===== config.mk =====
export PLATFORM = sky130hd
export DESIGN_NAME = event_flag_group
export DESIGN_NICKNAME = d
export VERILOG_FILES = /design/src/hdl/evfg_pkg.sv /design/src/hdl/evfg_table.sv /design/src/hdl/event_flag_group.sv
export VERILOG_INCLUDE_DIRS = /design/src /design/src/hdl
export SDC_FILE = /design/constraint.sdc
export NUM_CORES = 1
export LEC_CHECK = 0
export BUFFER_PORTS_ARGS = -buffer_cell sky130_fd_sc_hd__buf_2
export CORE_UTILIZATION = 25
export CTS_CLUSTER_SIZE = 10
export DETAILED_ROUTE_END_ITERATION = 10
export GPL_TIMING_DRIVEN = 0
export PLACE_DENSITY_LB_ADDON = 0.12
export SLEW_MARGIN = 25
export SYNTH_ARGS = -nofsm -noshare
export SYNTH_HDL_FRONTEND = slang
export SYNTH_SLANG_ARGS = --single-unit

===== constraint.sdc =====
create_clock -name clk -period 8.55 [get_ports clk]
set_clock_uncertainty 0.05 [all_clocks]
set_input_delay 0.855 -clock clk [delete_from_list [all_inputs] [get_ports clk]]
set_output_delay 0.855 -clock clk [all_outputs]
set_load 0.1 [all_outputs]

===== src/hdl/assert_macros.svh =====
// assertion helpers shared by the rtl files
// each macro needs clk and arst_n in scope at the point of use
`ifndef ASSERT_MACROS_SVH
`define ASSERT_MACROS_SVH

// same-cycle implication, checked at every rising edge out of reset
`define ASSERT_IMP(label, ante, cons) \
	label: assert property (@(posedge clk) disable iff (!arst_n) (ante) |-> (cons)) \
		else $error("assertion failed: same-cycle implication");

// next-cycle implication, checked at every rising edge out of reset
`define ASSERT_NEXT(label, ante, cons) \
	label: assert property (@(posedge clk) disable iff (!arst_n) (ante) |=> (cons)) \
		else $error("assertion failed: next-cycle implication");

`endif


===== src/hdl/evfg_pkg.sv =====
`timescale 1ns / 1ps
// ----------------------------------------------------------------------------
// evfg_pkg
// Shared types, sizes and helpers of the event flag group.
// ----------------------------------------------------------------------------
package evfg_pkg;

	// sizes
	localparam int WAITERS   = 8;
	localparam int FLAG_BITS = 32;
	localparam int IN_W      = 32;
	localparam int TASK_W    = 8;
	localparam int CNT_W     = $clog2(WAITERS + 1);
	localparam int IDX_W     = (WAITERS > 1) ? $clog2(WAITERS) : 1;

	typedef logic [FLAG_BITS-1:0] flag_t;
	typedef logic [CNT_W-1:0]     cnt_t;
	typedef logic [IDX_W-1:0]     idx_t;

	// request kinds
	typedef enum logic [1:0] {
		KIND_SEND   = 2'd0,
		KIND_RECV   = 2'd1,
		KIND_CANCEL = 2'd2
	} kind_t;

	// result status codes
	typedef enum logic [2:0] {
		STAT_OK         = 3'd0,
		STAT_PENDED     = 3'd1,
		STAT_NO_WAIT    = 3'd2,
		STAT_FULL       = 3'd3,
		STAT_NONE_WOKEN = 3'd4,
		STAT_ZERO_SEND  = 3'd5,
		STAT_CANCELLED  = 3'd6,
		STAT_NOT_FOUND  = 3'd7
	} status_t;

	typedef struct packed {
		kind_t             kind;
		logic [TASK_W-1:0] task_id;
		logic [IN_W-1:0]   flag_bits;
		logic              wait_all;
		logic              may_wait;
	} req_t;

	typedef struct packed {
		status_t           status;
		logic [TASK_W-1:0] task_out;
		logic [IN_W-1:0]   received_bits;
		logic              last;
	} res_t;

	// one waiting task
	typedef struct packed {
		logic [TASK_W-1:0] task_id;
		flag_t             mask;
		logic              wait_all;
	} waiter_t;

	// table control from the sequencer
	typedef struct packed {
		logic    append;
		logic    remove;
		idx_t    idx;
		waiter_t entry;
	} tbl_ctl_t;

	// port-width bits to flag width, extra bits dropped
	function automatic flag_t to_flags(input logic [IN_W-1:0] b);
		logic [FLAG_BITS+IN_W-1:0] wide;
		wide = {{FLAG_BITS{1'b0}}, b};
		return wide[FLAG_BITS-1:0];
	endfunction

	// flag width back to port width
	function automatic logic [IN_W-1:0] to_port(input flag_t f);
		logic [FLAG_BITS+IN_W-1:0] wide;
		wide = {{IN_W{1'b0}}, f};
		return wide[IN_W-1:0];
	endfunction

endpackage


===== src/hdl/evfg_table.sv =====
`timescale 1ns / 1ps
// ----------------------------------------------------------------------------
// evfg_table
// FIFO table of waiting tasks: append at the tail, remove at any index with
// the younger entries closing the gap, one read port at the walk index.
// ----------------------------------------------------------------------------
module evfg_table (
	input  logic                clk,
	input  logic                arst_n,
	input  evfg_pkg::tbl_ctl_t  ctl,
	output evfg_pkg::cnt_t      count,
	output evfg_pkg::waiter_t   rd_entry
);
	import evfg_pkg::*;

	waiter_t entry_q [WAITERS];
	cnt_t    count_q;

	// entry storage, no reset needed
	always_ff @(posedge clk) begin
		if (ctl.remove) begin
			for (int j = 0; j < WAITERS - 1; j++) begin
				if (IDX_W'(j) >= ctl.idx) begin
					entry_q[j] <= entry_q[j + 1];
				end
			end
		end else if (ctl.append) begin
			entry_q[count_q[IDX_W-1:0]] <= ctl.entry;
		end
	end

	// fill count
	always_ff @(posedge clk or negedge arst_n) begin
		if (!arst_n) begin
			count_q <= '0;
		end else if (ctl.remove) begin
			count_q <= count_q - CNT_W'(1);
		end else if (ctl.append) begin
			count_q <= count_q + CNT_W'(1);
		end
	end

	assign count    = count_q;
	assign rd_entry = entry_q[ctl.idx];

endmodule


===== src/hdl/event_flag_group.sv =====
`timescale 1ns / 1ps
// States: receive ST_RECV, cancel ST_CANCEL, send ST_WALK (not a zero send), ST_EMIT
// Throughput: one request at a time; a send or cancel walks the table one entry per
// cycle; a send uses the mask compare shared with receive and waits on result stalls
// Result waits in an output register; a send's wakings each take one result slot
// Reset: asynchronous, flag set and waiter count cleared, table contents unused
// ----------------------------------------------------------------------------
// event_flag_group
// One event-flag object: flag set, receive/send/cancel sequencer and waiter
// table, with one result register toward the consumer.
// ----------------------------------------------------------------------------
module event_flag_group (
	input  logic           clk,
	input  logic           arst_n,
	input  logic           req_valid,
	output logic           req_stall,
	input  evfg_pkg::req_t req,
	output logic           res_valid,
	input  logic           res_stall,
	output evfg_pkg::res_t res
);
	import evfg_pkg::*;

	typedef enum logic [2:0] {
		ST_IDLE,
		ST_RECV,
		ST_WALK,
		ST_CANCEL,
		ST_EMIT
	} state_t;

	state_t   state_q;
	req_t     item_q;
	flag_t    flags_q;
	cnt_t     idx_q;
	logic     woke_q;
	res_t     pend_q;
	res_t     out_q;
	logic     out_valid_q;

	tbl_ctl_t tbl_ctl;
	cnt_t     tbl_count;
	waiter_t  tbl_entry;

	flag_t    item_mask;
	flag_t    op_mask;
	logic     op_all;
	flag_t    hit;
	flag_t    flags_left;
	logic     match;
	logic     in_range;
	logic     out_free;
	logic     can_push;
	logic     task_hit;

	assign item_mask = to_flags(item_q.flag_bits);
	assign in_range  = idx_q < tbl_count;
	assign out_free  = !out_valid_q || !res_stall;
	assign can_push  = !woke_q || out_free;
	assign task_hit  = tbl_entry.task_id == item_q.task_id;

	// shared mask compare: receive mask or the table entry under the walk
	always_comb begin
		op_mask    = (state_q == ST_RECV) ? item_mask : tbl_entry.mask;
		op_all     = (state_q == ST_RECV) ? item_q.wait_all : tbl_entry.wait_all;
		hit        = flags_q & op_mask;
		match      = op_all ? (hit == op_mask) : (hit != '0);
		flags_left = flags_q & ~op_mask;
	end

	// table control
	always_comb begin
		tbl_ctl.append = (state_q == ST_RECV) && !match && item_q.may_wait
			&& (tbl_count != CNT_W'(WAITERS));
		tbl_ctl.remove = ((state_q == ST_WALK) && in_range && match && can_push)
			|| ((state_q == ST_CANCEL) && in_range && task_hit);
		tbl_ctl.idx    = idx_q[IDX_W-1:0];
		tbl_ctl.entry  = '{task_id: item_q.task_id, mask: item_mask,
			wait_all: item_q.wait_all};
	end

	evfg_table u_table (
		.clk      (clk),
		.arst_n   (arst_n),
		.ctl      (tbl_ctl),
		.count    (tbl_count),
		.rd_entry (tbl_entry)
	);

	// sequencer, flag set and result registers
	always_ff @(posedge clk or negedge arst_n) begin
		if (!arst_n) begin
			state_q     <= ST_IDLE;
			flags_q     <= '0;
			idx_q       <= '0;
			woke_q      <= 1'b0;
			out_valid_q <= 1'b0;
		end else begin
			if (out_free) begin
				out_valid_q <= 1'b0;
			end
			unique case (state_q)
				ST_IDLE: begin
					if (req_valid) begin
						item_q <= req;
						idx_q  <= '0;
						woke_q <= 1'b0;
						unique case (req.kind)
							KIND_SEND: begin
								if (to_flags(req.flag_bits) == '0) begin
									pend_q  <= '{STAT_ZERO_SEND, '0, '0, 1'b1};
									state_q <= ST_EMIT;
								end else begin
									flags_q <= flags_q | to_flags(req.flag_bits);
									state_q <= ST_WALK;
								end
							end
							KIND_RECV:   state_q <= ST_RECV;
							KIND_CANCEL: state_q <= ST_CANCEL;
							default:     state_q <= ST_IDLE;
						endcase
					end
				end
				ST_RECV: begin
					priority if (match) begin
						flags_q <= flags_left;
						pend_q  <= '{STAT_OK, item_q.task_id, to_port(hit), 1'b1};
					end else if (!item_q.may_wait) begin
						pend_q <= '{STAT_NO_WAIT, item_q.task_id, '0, 1'b1};
					end else if (tbl_count == CNT_W'(WAITERS)) begin
						pend_q <= '{STAT_FULL, item_q.task_id, '0, 1'b1};
					end else begin
						pend_q <= '{STAT_PENDED, item_q.task_id, '0, 1'b1};
					end
					state_q <= ST_EMIT;
				end
				ST_WALK: begin
					priority if (!in_range) begin
						if (!woke_q) begin
							pend_q <= '{STAT_NONE_WOKEN, '0, '0, 1'b1};
						end
						state_q <= ST_EMIT;
					end else if (match) begin
						if (can_push) begin
							// previous waking leaves as a non-final result
							if (woke_q) begin
								out_q       <= '{pend_q.status, pend_q.task_out,
									pend_q.received_bits, 1'b0};
								out_valid_q <= 1'b1;
							end
							pend_q  <= '{STAT_OK, tbl_entry.task_id, to_port(hit), 1'b1};
							flags_q <= flags_left;
							woke_q  <= 1'b1;
							if (flags_left == '0) begin
								state_q <= ST_EMIT;
							end
						end
					end else begin
						idx_q <= idx_q + CNT_W'(1);
					end
				end
				ST_CANCEL: begin
					priority if (!in_range) begin
						pend_q  <= '{STAT_NOT_FOUND, item_q.task_id, '0, 1'b1};
						state_q <= ST_EMIT;
					end else if (task_hit) begin
						pend_q  <= '{STAT_CANCELLED, item_q.task_id, '0, 1'b1};
						state_q <= ST_EMIT;
					end else begin
						idx_q <= idx_q + CNT_W'(1);
					end
				end
				ST_EMIT: begin
					if (out_free) begin
						out_q       <= '{pend_q.status, pend_q.task_out,
							pend_q.received_bits, 1'b1};
						out_valid_q <= 1'b1;
						state_q     <= ST_IDLE;
					end
				end
				default: state_q <= ST_IDLE;
			endcase
		end
	end

	assign req_stall = state_q != ST_IDLE;
	assign res_valid = out_valid_q;
	assign res       = out_q;

	// checks
	`include "assert_macros.svh"

	`ASSERT_IMP(a_count_bound, 1'b1, tbl_count <= CNT_W'(WAITERS))
	`ASSERT_IMP(a_walk_in_table, (state_q == ST_WALK) || (state_q == ST_CANCEL), idx_q <= tbl_count)
	`ASSERT_IMP(a_only_ok_not_last, res_valid && (res.status != STAT_OK), res.last)
	`ASSERT_IMP(a_bits_only_ok, res_valid && (res.received_bits != '0), res.status == STAT_OK)

endmodule


==> summary.md <==
| Metric | Value |
|---|---|
| Synth Cell Area | 0.0242 mm2 |
| Yosys top cell by area | edfxtp_1 |
| Root Buffer | clkbuf_16 |
| Tmin final | 6.97 ns |
| PwrDens | roughly 380 mW/mm2 |
| # Post-CTS Setup Buffers | 0 |
| WP data arrival | 7.30 ns |
| GRT overflow | 0 |
| Register area | roughly 0.015 mm2 |
| H-tree lvl count | 2 |
| Initial Util | 0.254 |
| Class of the worst hold path | primary input to async pin |
| Crit path max fanout | 10 |
| Fin nets | 1,888 |
| Filler instances | between 9,000 and 10,000 |
| FMAX | between 0.1 and 0.15 GHz |
| Number of buffers created by CTS | between 60 and 70 |
| Core area | 0.0953 mm2 |
| Largest net degree at the start of global routing | 49 |
| Drt first pass iters | 5 |
| Layout cells sized above 1 | 0.323 |
| Avg WL per Cell | just under 30 um |
| Ports | 94 |
| CP required | 8.88 ns |
| Slew Limit Fails | 0 |
| Final period util | 0.815 |
| Hold-fix buffers, CTS | 0 |
| Synth Flop Type | edfxtp_1 |
| Clk sink count | roughly 500 |
| # resized after CTS | 0 |
| DP Worst Slack | about 1.7 ns |
| Vias in the first global route | about 16,000 |
| Width of the die | ~310 um |
| Tot GR Track Use | 0.187 |
| Initial antenna violation count | 2 |
| Synth Register Bits | ~500 |
| P_leak | around 10 nW |
| Max clock buf depth | 3 |
| Syn Inst Count | roughly 1,600 |
| First-pass GRT wire length | between 100,000 and 150,000 um |
| Most common cell after layout, fill and taps aside | edfxtp_1 |
| Finished Core Util | 0.302 |
| Post-Syn Nets | 1,694 |
| Post-synthesis sequential area ratio | 0.615 |
| Yosys warns | 0 |
| FFs w/ async S/R, synth | 0.0896 |
| Crit path kind | register to register |
| HPWL Detailed | approximately 66,000 um |
| Layout area overhead | 18.9% |
| CP max stage delay | about 0.86 ns |
| Max-cap viol count | 0 |
| Commonest cells after routing, fill and taps aside | edfxtp_1 (457), mux2_2 (241), buf_2 (149) |
| Slowest stage cell, crit path | o311ai_0 |
| Flop-to-flop setup slack | 1.58 ns |
| Final worst slack | around 1.6 ns |
| CP startpoint kind | register |
| Syn avg cell area | 14.8 um2 |
| 1st-iter DRT viols | roughly 1,400 |
| Post-route DRC | 0 |
| Hold WS | approximately 0.23 ns |
| Synth top area share | 0.568 |
| Endpoints failing setup | 0 |
| Slew HR | 0.262 |
| Die ar. | 0.0979 mm2 |
| Final Hold Viols | 0 |
| Antenna-violating nets left | 0 |
| Finished Cell Area | around 0.029 mm2 |
| Post-synth EDFFs | ~460 |
| Vias per cell | between 4 and 5 |
| Area contributors post-synth | edfxtp_1 (57%), mux2_2 (11%), mux2i_1 (6.1%) |
| Die H | 313 um |
| Clk Latency, worst-skew pair | 0.65 ns |
| Cell Chain, Critical Path | buf_4, nand2b_2, buf_2, o22ai_1, o311ai_0, nand4_1, nor4_1, a21boi_0, o21ai_2, or4_1, clkbuf_1, buf_2, o31ai_4, buf_8, buf_6, buf_6 |
| Synth cell types | 67 |
| Row count | between 100 and 150 |
| Setup TNS | 0 ns |
| Worst setup EP type | register |
| Clock tree from TritonCTS | done |
| Area of the multi-input gates | 0.00868 mm2 |
| Peak VDD IR | between 0.15 and 0.2 mV |
| Area post-placement | between 0.02 and 0.03 mm2 |
| Outcome | finished, final reports clean |
| Total number of vias | 15,700 |
| RSZ-0062 raised after global routing | no |
| Clk pin slew, worst setup/hold paths | 0.06 ns |
| WL final | around 92,000 um |
| Port-buffer cells | 93 |
| GPL Wtd Cong | 0.925 |
| Worst slew pin tran | approximately 1.1 ns |
[through the flow]
stage                     std cells  total power [W]
after floorplan                1636          0.00651
after global placement         2994          0.00839
after detailed placement       3032          0.00855
after CTS                      3139           0.0111
after global routing           3139           0.0115
final                          3141           0.0110
[synthesized netlist by cell type (6+ instances only)]
library cell	number
xnor2_1	10
nor3_1	22
dfrtp_1	45
nand4_1	6
buf_6	6
o21ai_0	47
nand2b_1	35
mux4_2	18
o311ai_0	42
a22oi_1	12
buf_4	7
o22ai_1	68
mux2i_1	147
nor2_1	34
mux2_2	241
ha_1	9
inv_1	53
mux2_4	38
nand3_1	11
clkbuf_1	36
o31ai_1	33
edfxtp_1	457
nand2_1	74
buf_2	47
a21oi_1	13
nor4_1	37
a21o_1	6
o2111ai_1	12
o41ai_1	7
[path summary, 6_finish.rpt]
path / cells past startpoint / to / start
worst max-delay path: 16 / u_table.entry_q[0][31]$_DFFE_PP_ / idx_q[2]$_DFFE_PN0P_
worst min-delay path: 1 / u_table.count[2]$_DFFE_PN0P_ / arst_n
worst max register to register: 16 / u_table.entry_q[0][31]$_DFFE_PP_ / idx_q[2]$_DFFE_PN0P_
worst min register to register: 0 / res[32]$_DFFE_PP_ / pend_q[32]$_DFFE_PP_
max in group asynchronous: 1 / flags_q[28]$_DFFE_PN0P_ / arst_n
min in group clk: 1 / item_q[34]$_DFFE_PP_ / req[34]
[routing by layer]
metal	up-vias	part of all wire	GRT usage
met4	0	0.023	0.0487
met3	98	0.054	0.0305
met2	550	0.45	0.293
met5	-	0	0
met1	8155	0.47	0.267
li1	6896	-	-
[critical path: cells and delay by family, from the launching register on]
family	cells	cell delay [ns]
buffers and inverters	7	2.33
AO/OA/AOI/OAI	5	2.12
AND/OR/NAND/NOR	4	1.62
flip-flops	1	0.53
[report_power, final]
part	switching, W	total (W)	internal [W]
combinational	0.00322	0.00469	0.00147
sequential	0.000284	0.00382	0.00354
clock	0.00106	0.00253	0.00147
[final cells by class]
class / instances / area share
Clock buffer: 94 / 0.0592
Tap cell: 1265 / 0.0551
Buffer: 104 / 0.0202
Timing Repair Buffer: 131 / 0.0335
Clock inverter: 13 / 0.00592
Sequential cell: 502 / 0.517
Inverter: 53 / 0.00692
Multi-Input combinational cell: 977 / 0.302
Antenna cell: 2 / 0.000174
[state kept, by name, summed over array words and instances, names as in the netlist]
register / flops
flags_q: 32
idx_q: 4
item_mask: 32
item_q: 10
pend_q: 43
res: 44
res_valid: 1
state_q: 3
u_table.count: 4
u_table.entry_q: 328
woke_q: 1
[cell families (layout without fill, tap and decap cells)]
| group | count (synthesis) | after routing | share of synthesized area |
|---|---|---|---|
| mux | 447 | 447 | 0.215 |
| flops | 502 | 502 | 0.615 |
| simple gates | 244 | 244 | 0.0523 |
| buf+inv | 157 | 395 | 0.0321 |
| xor+xnor | 11 | 11 | 0.00399 |
| other cells | 0 | 2 | 0 |
| fa+ha+maj | 10 | 10 | 0.00549 |
| compound gates | 265 | 265 | 0.0766 |
Power figures use the tool's default switching activity.
